===== config.mk =====
export PLATFORM = sky130hd
export DESIGN_NAME = modbus_ascii_frame_receiver_core_flat
export DESIGN_NICKNAME = d
export VERILOG_FILES = /design/src/rtl/mbar_pkg.sv /design/src/rtl/mbar_in_if.sv /design/src/rtl/mbar_out_if.sv /design/src/rtl/mbar_char_class.sv /design/src/rtl/modbus_ascii_frame_receiver_core.sv /design/src/flat_wrapper.sv
export SDC_FILE = /design/constraint.sdc
export NUM_CORES = 1
export LEC_CHECK = 0
export BUFFER_PORTS_ARGS = -buffer_cell sky130_fd_sc_hd__buf_2
export CAP_MARGIN = 40
export CORE_UTILIZATION = 58
export DETAILED_ROUTE_END_ITERATION = 6
export PLACE_DENSITY = 0.89
export SLEW_MARGIN = 30
export SYNTH_ARGS = -nofsm -noshare
export SYNTH_HDL_FRONTEND = slang
export SYNTH_SLANG_ARGS = --single-unit

===== constraint.sdc =====
create_clock -name clk -period 7 [get_ports clk]
set_input_delay 1.4 -clock clk [delete_from_list [all_inputs] [get_ports clk]]
set_output_delay 1.4 -clock clk [all_outputs]
set_load 0.1 [all_outputs]

===== src/rtl/mbar_pkg.sv =====
// Shared constants, status codes and character class type for the Modbus ASCII receiver.
package mbar_pkg;

  // Frame store limits
  localparam int unsigned MAX_FRAME_CHARS = 512;
  localparam int unsigned CHAR_COUNT_W    = 10;

  // Frame layout constants
  localparam int unsigned STD_FRAME_LEN   = 17;
  localparam int unsigned MIN_STATUS_LEN  = 5;

  // Result status codes
  typedef enum logic [1:0] {
    ST_INCOMPLETE = 2'd0,
    ST_GOOD       = 2'd1,
    ST_ERROR      = 2'd2,
    ST_OVERRUN    = 2'd3
  } status_t;

  // Frame kinds held in the configuration register
  localparam logic KIND_REQUEST  = 1'b0;
  localparam logic KIND_RESPONSE = 1'b1;

  // Classified, case-folded character
  typedef struct packed {
    logic       keep;
    logic [7:0] ch;
    logic [3:0] nibble;
  } char_class_t;

endpackage


===== src/rtl/mbar_in_if.sv =====
// Character request channel: one received ASCII character and a restart flag.
interface mbar_in_if;
  logic       valid;
  logic       ready;
  logic [7:0] char_in;
  logic       restart;

  modport source (output valid, output char_in, output restart, input ready);
  modport sink (input valid, input char_in, input restart, output ready);
endinterface


===== src/rtl/mbar_out_if.sv =====
// Status request channel: frame status and decoded header fields.
interface mbar_out_if;
  logic        valid;
  logic        ready;
  logic [1:0]  status;
  logic [7:0]  unit_address;
  logic [7:0]  function_code;
  logic [15:0] register_address;
  logic [15:0] value_count;
  logic [9:0]  char_count;

  modport source (output valid, output status, output unit_address, output function_code,
                  output register_address, output value_count, output char_count,
                  input ready);
  modport sink (input valid, input status, input unit_address, input function_code,
                input register_address, input value_count, input char_count,
                output ready);
endinterface


===== src/rtl/mbar_char_class.sv =====
// Character classifier: folds lowercase hex, flags frame characters, decodes the nibble.
module mbar_char_class
  import mbar_pkg::*;
(
  input  logic [7:0]  raw_char,
  output char_class_t cls
);

  logic is_digit;
  logic is_upper_hex;
  logic is_lower_hex;
  logic is_mark;

  assign is_digit     = (raw_char >= 8'h30) && (raw_char <= 8'h39);
  assign is_upper_hex = (raw_char >= 8'h41) && (raw_char <= 8'h46);
  assign is_lower_hex = (raw_char >= 8'h61) && (raw_char <= 8'h66);
  assign is_mark      = (raw_char == 8'h3A) || (raw_char == 8'h0D) || (raw_char == 8'h0A);

  // Fold case, then map to a nibble; colon, CR and LF decode as zero
  always_comb begin
    cls.keep   = is_digit || is_upper_hex || is_lower_hex || is_mark;
    cls.ch     = is_lower_hex ? (raw_char - 8'd32) : raw_char;
    cls.nibble = 4'd0;
    if (is_digit) begin
      cls.nibble = raw_char[3:0];
    end else if (is_upper_hex || is_lower_hex) begin
      cls.nibble = raw_char[3:0] + 4'd9;
    end
  end

endmodule


===== src/rtl/modbus_ascii_frame_receiver_core.sv =====
// Top level of the Modbus ASCII frame receiver with running LRC check.
//
// Usage:
//   chars   - character requests (char_in, restart). Characters other than
//             hex digits, ':', CR and LF are dropped and give no status.
//             restart clears the frame store before the character is taken,
//             even when the character itself is dropped.
//   results - one status request per kept character: incomplete, complete
//             with good LRC, error, or overrun, with the decoded unit,
//             function, register, quantity fields and the characters held.
//   APB     - register 0 (byte address 0) bit 0 selects request (0) or
//             response (1) checking; write it only while the block is idle.
// A character accepted by chars sits in the input register, and the frame
// update loads its status into the result register when that register is free.
// Throughput is one character per cycle while results does not stall; the
// frame update between those two registers is combinational. When results
// stalls, the result register holds and the input register takes one more
// character before chars.ready drops.
// Reset clears the frame store, the frame kind and both registers' valid bits.
module modbus_ascii_frame_receiver_core
  import mbar_pkg::*;
(
  input  logic        clk,
  input  logic        rst,
  mbar_in_if.sink     chars,
  mbar_out_if.source  results,
  input  logic        psel,
  input  logic        penable,
  input  logic        pwrite,
  input  logic [2:0]  paddr,
  input  logic [31:0] pwdata,
  output logic [31:0] prdata,
  output logic        pready
);

  typedef struct packed {
    logic       unknown;
    logic       bad;
    logic [9:0] len;
  } len_info_t;

  // Expected frame length from the fields received so far
  function automatic len_info_t expected_length(input logic [9:0] fl, input logic [7:0] func,
                                                input logic [7:0] bc, input logic kind);
    len_info_t r;
    r.unknown = 1'b0;
    r.bad     = 1'b0;
    r.len     = 10'(STD_FRAME_LEN);
    if (fl < 10'(MIN_STATUS_LEN)) begin
      r.unknown = 1'b1;
    end else if (kind == KIND_REQUEST) begin
      if (func == 8'd15 || func == 8'd16) begin
        if (fl < 10'd15) r.unknown = 1'b1;
        r.len = 10'd19 + {1'b0, bc, 1'b0};
      end
    end else begin
      if (func >= 8'd1 && func <= 8'd4) begin
        if (fl < 10'd7) r.unknown = 1'b1;
        r.len = 10'd11 + {1'b0, bc, 1'b0};
      end else if (!(func == 8'd5 || func == 8'd6 || func == 8'd15 || func == 8'd16)) begin
        r.bad = 1'b1;
      end
    end
    return r;
  endfunction

  // Configuration
  logic frame_kind;

  // Input register
  logic       s1_valid;
  logic [7:0] s1_char;
  logic       s1_restart;
  logic       s1_go;
  logic       out_free;

  // Frame store
  logic [9:0]  frame_length, frame_length_next;
  logic [3:0]  pending_nibble, pending_nibble_next;
  logic [7:0]  byte_sum, byte_sum_next;
  logic [7:0]  held_unit, held_unit_next;
  logic [7:0]  held_function, held_function_next;
  logic [15:0] held_register, held_register_next;
  logic [15:0] held_count, held_count_next;
  logic [7:0]  held_byte_count, held_byte_count_next;
  logic [15:0] last_two_chars, last_two_chars_next;

  // Update path
  char_class_t cls;
  logic [9:0]  base_len;
  logic        overrun;
  logic [7:0]  byte_val;
  logic        byte_done;
  len_info_t   exp;
  status_t     status_next;

  mbar_char_class u_class (
    .raw_char (s1_char),
    .cls      (cls)
  );

  // APB register
  assign pready = 1'b1;
  assign prdata = paddr[2] ? 32'd0 : {31'd0, frame_kind};

  always_ff @(posedge clk) begin
    if (rst) begin
      frame_kind <= KIND_REQUEST;
    end else if (psel && penable && pwrite && !paddr[2]) begin
      frame_kind <= pwdata[0];
    end
  end

  // Handshake: dropped characters retire without a result slot
  assign out_free    = !results.valid || results.ready;
  assign s1_go       = s1_valid && (!cls.keep || out_free);
  assign chars.ready = !s1_valid || s1_go;

  always_ff @(posedge clk) begin
    if (rst) begin
      s1_valid <= 1'b0;
    end else if (chars.ready) begin
      s1_valid <= chars.valid;
    end
  end

  always_ff @(posedge clk) begin
    if (chars.ready) begin
      s1_char    <= chars.char_in;
      s1_restart <= chars.restart;
    end
  end

  // Frame update for the character in the input register
  always_comb begin
    base_len             = s1_restart ? 10'd0 : frame_length;
    pending_nibble_next  = s1_restart ? 4'd0  : pending_nibble;
    byte_sum_next        = s1_restart ? 8'd0  : byte_sum;
    held_unit_next       = s1_restart ? 8'd0  : held_unit;
    held_function_next   = s1_restart ? 8'd0  : held_function;
    held_register_next   = s1_restart ? 16'd0 : held_register;
    held_count_next      = s1_restart ? 16'd0 : held_count;
    held_byte_count_next = s1_restart ? 8'd0  : held_byte_count;
    last_two_chars_next  = s1_restart ? 16'd0 : last_two_chars;
    frame_length_next    = base_len;
    overrun              = base_len >= 10'(MAX_FRAME_CHARS);
    byte_val             = {pending_nibble_next, cls.nibble};
    byte_done            = 1'b0;

    if (cls.keep && !overrun) begin
      frame_length_next   = base_len + 10'd1;
      last_two_chars_next = {last_two_chars_next[7:0], cls.ch};
      if (base_len != 10'd0) begin
        if (base_len[0]) begin
          pending_nibble_next = cls.nibble;
        end else begin
          byte_done = 1'b1;
          unique case (base_len)
            10'd2:   held_unit_next = byte_val;
            10'd4:   held_function_next = byte_val;
            10'd6:   held_register_next = {byte_val, held_register_next[7:0]};
            10'd8:   held_register_next = {held_register_next[15:8], byte_val};
            10'd10:  held_count_next = {byte_val, held_count_next[7:0]};
            10'd12:  held_count_next = {held_count_next[15:8], byte_val};
            default: ;
          endcase
          if ((frame_kind == KIND_REQUEST && base_len == 10'd14) ||
              (frame_kind == KIND_RESPONSE && base_len == 10'd6)) begin
            held_byte_count_next = byte_val;
          end
        end
      end
    end

    exp = expected_length(frame_length_next, held_function_next, held_byte_count_next,
                          frame_kind);

    // Sum only the bytes up to and including the LRC pair
    if (byte_done && (exp.unknown || exp.bad ||
                      ({1'b0, base_len} + 11'd3 <= {1'b0, exp.len}))) begin
      byte_sum_next = byte_sum_next + byte_val;
    end

    priority if (overrun) begin
      status_next = ST_OVERRUN;
    end else if (frame_length_next < 10'(MIN_STATUS_LEN) || exp.unknown) begin
      status_next = ST_INCOMPLETE;
    end else if (exp.bad || frame_length_next > exp.len) begin
      status_next = ST_ERROR;
    end else if (frame_length_next < exp.len) begin
      status_next = ST_INCOMPLETE;
    end else if (frame_kind == KIND_RESPONSE && last_two_chars_next != 16'h0D0A) begin
      status_next = ST_ERROR;
    end else if (byte_sum_next == 8'd0) begin
      status_next = ST_GOOD;
    end else begin
      status_next = ST_ERROR;
    end
  end

  // Advance the frame store when the input register retires
  always_ff @(posedge clk) begin
    if (rst) begin
      frame_length    <= 10'd0;
      pending_nibble  <= 4'd0;
      byte_sum        <= 8'd0;
      held_unit       <= 8'd0;
      held_function   <= 8'd0;
      held_register   <= 16'd0;
      held_count      <= 16'd0;
      held_byte_count <= 8'd0;
      last_two_chars  <= 16'd0;
    end else if (s1_go) begin
      frame_length    <= frame_length_next;
      pending_nibble  <= pending_nibble_next;
      byte_sum        <= byte_sum_next;
      held_unit       <= held_unit_next;
      held_function   <= held_function_next;
      held_register   <= held_register_next;
      held_count      <= held_count_next;
      held_byte_count <= held_byte_count_next;
      last_two_chars  <= last_two_chars_next;
    end
  end

  // Result register
  always_ff @(posedge clk) begin
    if (rst) begin
      results.valid <= 1'b0;
    end else if (s1_go && cls.keep) begin
      results.valid <= 1'b1;
    end else if (results.ready) begin
      results.valid <= 1'b0;
    end
  end

  always_ff @(posedge clk) begin
    if (s1_go && cls.keep) begin
      results.status           <= status_next;
      results.unit_address     <= held_unit_next;
      results.function_code    <= held_function_next;
      results.register_address <= held_register_next;
      results.value_count      <= held_count_next;
      results.char_count       <= frame_length_next;
    end
  end

`ifndef SYNTH
  // Frame store never grows past its limit
  a_len_limit: assert property (@(posedge clk) disable iff (rst)
    frame_length <= 10'(MAX_FRAME_CHARS))
    else $error("frame length beyond limit");

  // Overrun is only reported with a full frame store
  a_overrun_full: assert property (@(posedge clk) disable iff (rst)
    results.valid && results.status == ST_OVERRUN |->
      results.char_count == 10'(MAX_FRAME_CHARS))
    else $error("overrun reported with room left");

  // A good frame has at least the shortest response length and a zero sum
  a_good_frame: assert property (@(posedge clk) disable iff (rst)
    results.valid && results.status == ST_GOOD |->
      results.char_count >= 10'd11 && byte_sum == 8'd0)
    else $error("good status on a short frame or nonzero sum");

  // Input stalls only behind a held character
  a_stall_held: assert property (@(posedge clk) disable iff (rst)
    !chars.ready |-> s1_valid && cls.keep && !out_free)
    else $error("input stalled without a pending character");
`endif

endmodule


===== src/flat_wrapper.sv =====
// flat-port wrapper written by rule: the top's interface ports become plain ports
module modbus_ascii_frame_receiver_core_flat import mbar_pkg::*;
  (clk, rst, psel, penable, pwrite, paddr, pwdata, prdata, pready, chars_valid, chars_char_in, chars_restart, chars_ready, results_valid, results_status, results_unit_address, results_function_code, results_register_address, results_value_count, results_char_count, results_ready);
  mbar_in_if chars_i ();
  mbar_out_if results_i ();
  input  logic clk;
  input  logic rst;
  input  logic psel;
  input  logic penable;
  input  logic pwrite;
  input  logic [2:0] paddr;
  input  logic [31:0] pwdata;
  output logic [31:0] prdata;
  output logic pready;
  input wire logic [$bits(chars_i.valid)-1:0] chars_valid;
  input wire logic [$bits(chars_i.char_in)-1:0] chars_char_in;
  input wire logic [$bits(chars_i.restart)-1:0] chars_restart;
  output wire logic [$bits(chars_i.ready)-1:0] chars_ready;
  output wire logic [$bits(results_i.valid)-1:0] results_valid;
  output wire logic [$bits(results_i.status)-1:0] results_status;
  output wire logic [$bits(results_i.unit_address)-1:0] results_unit_address;
  output wire logic [$bits(results_i.function_code)-1:0] results_function_code;
  output wire logic [$bits(results_i.register_address)-1:0] results_register_address;
  output wire logic [$bits(results_i.value_count)-1:0] results_value_count;
  output wire logic [$bits(results_i.char_count)-1:0] results_char_count;
  input wire logic [$bits(results_i.ready)-1:0] results_ready;
  assign chars_i.valid = chars_valid;
  assign chars_i.char_in = chars_char_in;
  assign chars_i.restart = chars_restart;
  assign chars_ready = chars_i.ready;
  assign results_valid = results_i.valid;
  assign results_status = results_i.status;
  assign results_unit_address = results_i.unit_address;
  assign results_function_code = results_i.function_code;
  assign results_register_address = results_i.register_address;
  assign results_value_count = results_i.value_count;
  assign results_char_count = results_i.char_count;
  assign results_i.ready = results_ready;
  modbus_ascii_frame_receiver_core u_core (.clk(clk), .rst(rst), .chars(chars_i), .results(results_i), .psel(psel), .penable(penable), .pwrite(pwrite), .paddr(paddr), .pwdata(pwdata), .prdata(prdata), .pready(pready));
endmodule

==> run_results.csv <==
group,metric,value,unit
timing,setup_tns,0,ns
synthesis,syn_area_per_cell,8.638,µm²
clocking,cts_tree,"built",
timing,maxSlewViolCount,0,
place,routabilityCongestion,0.9608,
critical_path,max_stage_delay,0.59,ns
critical_path,crit_type,"register to register",
die,core-area,16000,µm²
timing,period_share,92.63,%
cells_and_area,nNetsFinal,1240,
timing,whs,0.4581,ns
timing,fin_skew,0.009430,ns
cells_and_area,multi_input_comb_area,5029,µm²
worst_hold_path,min_path_type,"register to register",
clocking,clk_latency,0.44,ns
pwr,p_total,2.129,mW
route,drtAntennaViolNets,0,
route,drc,0,
clocking,clk_transition_reported_paths,0.07,ns
critical_path,cp_max_fo,9,
clocking,holdBufCountCts,0,
pwr,seqPwrFrac,48.3,%
global_routing,antenna_found_initial,0,
pwr,ir_drop,173.0,µV
critical_path,cp_num_buf_inv,1,
timing,hold_viol,0,
place,place_inst,1345,
clocking,ctsResizeCount,0,
die,fp.dieW,130.5,µm
place,portBuffers,80,
timing,worst_slew_pin_slew,0.8571,ns
critical_path,crit_chain,"inv_1, ha_1, nand2_1, a2111oi_1, o21ai_1, o32ai_1, mux2_4, or4b_4, nor4_4, a21oi_1, nand2b_1, ha_1, a21o_1, a21o_1, a21o_1, a21oi_1, nor2b_1, o21ai_0, a211o_1, nor2_4, a2111oi_0, o21ba_2, o21ai_0",
timing,rsz0062_at_grt,"no",
clocking,htreeDepth,4,
cells_and_area,drive_gt1_share,14.09,%
pwr,power.internal,1.526,mW
global_routing,grt_pass1_vias,7783,
clocking,cts_setup_buffers,0,
timing,relSlewSlack,42.86,%
critical_path,critical_path.most_common_cell,"a21o_1",
flow_run,cap_violations,0,
critical_path,cp_top_family,"compound AO/OA/AOI/OAI gates",
cells_and_area,ff_latch_area,4014,µm²
critical_path,crit_slowest_cell,"or4b_4",
synthesis,seq_area_frac_synth,41.90,%
synthesis,synth-edff-count,69,
pwr,p_sw_share,28.31,%
synthesis,yosys_warnings,0,
outcome,status,"complete, no violations",
pwr,power.density,202.1,nW/µm²
die,dieArea,17030,µm²
critical_path,critPathLaunchType,"register",
synthesis,syn_inst,1109,
pwr,power_frac_clock,41.2,%
place,dp_hpwl,16.38,mm
synthesis,synth_flop_cell,"dfxtp_1",
pwr,combPwrFrac,10.6,%
synthesis,ys_types,92,
die,die_h,130.5,µm
route,via_count,8430,
die,rows,46,
clocking,clock_path_buffers,2,
route,drt_iter0_drc,930,
global_routing,gr-usage-all-layers,29.08,%
critical_path,worstPathArrival,6.64,ns
cells_and_area,fillCellCount,1251,
clocking,cts_buffers,17,
cells_and_area,stdcell_count,1380,
clocking,cts-root-buf,"clkbuf_16",
route,via_per_inst,6.109,
pwr,power.switching,0.6028,mW
global_routing,grt_overflow,0,
route,wl_per_cell,17.67,µm
global_routing,grt_pass1_wl,38.47,mm
synthesis,synth.cell_area,9579,µm²
timing,layout_min_cycle_time,6.484,ns
critical_path,cp-end-kind,"register",
die,num_io_pins,146,
pwr,p_leak,3.942,nW
timing,setup_viol,0,
critical_path,required,7.16,ns
synthesis,ys_ff_latch,166,
die,start_util,59.87,%
route,first_pass_iters,6,
global_routing,grt_max_degree,77,
clocking,clock_sinks,166,
synthesis,async_reset_ff_share,0,%
timing,fmax,154.2,MHz
cells_and_area,final_core_util,65.84,%
route,route.final.wire_length,24.39,mm
cells_and_area,diodes,0,
cells_and_area,syn_to_final_growth,9.967,%
-- cells by family after synthesis --
group,after synthesis,synth area share (%)
AND/OR/NAND/NOR,462,23.29
AO/OA/AOI/OAI,257,17.79
flip-flops,166,41.90
buffers and inverters,134,6.897
adder cells (fa/ha/maj),38,5.042
XOR/XNOR,25,2.286
multiplexers,25,2.717
other,2,0.07840
-- tightest hold or removal path: stages (launching register included) --
cell     delay [ns]
dfxtp_1        0.31
nand2_1        0.05
a21oi_1        0.05
-- cell type report --
| cell class | count | share of cell area (%) |
|---|---|---|
| clock buffers | 22 | 4.312 |
| clock inverters | 10 | 0.8552 |
| inverters | 27 | 0.9621 |
| multi-input cells | 839 | 47.74 |
| flip-flops and latches | 166 | 38.10 |
| well taps | 216 | 2.566 |
| repair buffers | 100 | 5.464 |
-- synthesized netlist by cell type (8+ instances only) --
library cell / instances / area, µm²
and2_1: 8 / 50.05
a21o_1: 11 / 82.58
inv_1: 24 / 90.09
nor2_1: 104 / 390.4
nand3_1: 35 / 175.2
edfxtp_1: 69 / 2072
nand2_1: 188 / 705.7
dfxtp_1: 97 / 1942
nor3_1: 25 / 125.1
mux2i_1: 20 / 200.2
a22oi_1: 22 / 165.2
nor2b_1: 23 / 143.9
clkbuf_1: 50 / 187.7
xor2_1: 9 / 78.83
o21ai_0: 41 / 205.2
a21oi_1: 97 / 485.5
xnor2_1: 16 / 140.1
nand4_1: 12 / 75.07
buf_2: 9 / 45.04
nor4_1: 11 / 68.82
buf_4: 33 / 247.7
buf_1: 12 / 45.04
ha_1: 37 / 462.9
-- registers in the layout (all words and copies together) (netlist names), 2 cells and up --
| name | count |
|---|---|
| u_core.last_two_chars | 16 |
| u_core.held_count | 16 |
| u_core.frame_length | 10 |
| u_core.results.register_address | 16 |
| u_core.held_byte_count | 8 |
| u_core.results.function_code | 8 |
| u_core.held_unit | 8 |
| u_core.results.status | 2 |
| u_core.pending_nibble | 4 |
| u_core.held_function | 8 |
| u_core.s1_char | 8 |
| u_core.held_register | 16 |
| u_core.results.char_count | 10 |
| u_core.results.value_count | 16 |
| u_core.results.unit_address | 8 |
| u_core.byte_sum | 8 |
-- final timing paths --
path	start	endpoint	slack, ns	cells after the start
hold reg to reg	u_core.held_unit[6]$_SDFFE_PP0P_	u_core.held_unit[6]$_SDFFE_PP0P_	0.46	2
setup reg to reg	u_core.s1_char[1]$_DFFE_PP_	u_core.results.status[1]$_SDFFCE_PP1P_	0.52	23
hold / removal	u_core.held_unit[6]$_SDFFE_PP0P_	u_core.held_unit[6]$_SDFFE_PP0P_	0.46	2
setup / recovery	u_core.s1_char[1]$_DFFE_PP_	u_core.results.status[1]$_SDFFCE_PP1P_	0.52	23
-- cell usage in the layout, fill, tap and decap left out, types with 7 or more instances in the layout --
cell type,Yosys,layout
a211oi_1,7,7
a21o_1,11,11
a21oi_1,97,97
a22oi_1,22,22
a311o_1,7,7
and2_1,8,7
buf_2,9,80
buf_4,33,15
clkbuf_16,0,17
conb_1,2,32
dfxtp_1,97,97
edfxtp_1,69,69
ha_1,37,37
inv_1,24,24
mux2i_1,20,20
nand2_1,188,187
nand3_1,35,35
nand4_1,12,12
nor2_1,104,103
nor2b_1,23,23
nor3_1,25,25
nor3b_1,7,7
nor4_1,11,11
o21a_1,7,7
o21ai_0,41,41
o21ai_1,7,7
xnor2_1,16,16
xor2_1,9,9
-- stage by stage --
step / cell area (µm²) / setup slack, ns
2_1_floorplan: 9692 / 1.387
3_3_place_gp: 9920 / 0.8295
3_5_place_dp: 9975 / 0.6743
4_1_cts: 10520 / 0.6516
5_1_grt: 10530 / 0.04223
6_report: 10530 / 0.5158
-- power groups by stage --
stage	Sequential [mW]	Combinational, mW	Clock (mW)
floorplan	1.06	0.186	0
detailed placement	1.05	0.221	0
CTS	1.03	0.221	0.876
global placement	1.05	0.215	0
finish	1.03	0.225	0.877
global route	1.03	0.237	0.920
-- metal layers --
layer	track usage [%]	routed length [µm]	vias up	share of wire [%]
met5	0	0	-	0
li1	-	-	3954	-
met1	37.27	9921	3946	41
met4	12.85	680	0	2.8
met3	6.148	2061	66	8.5
met2	47.37	11730	464	48
Note: power is estimated with default switching activity, not from simulation.
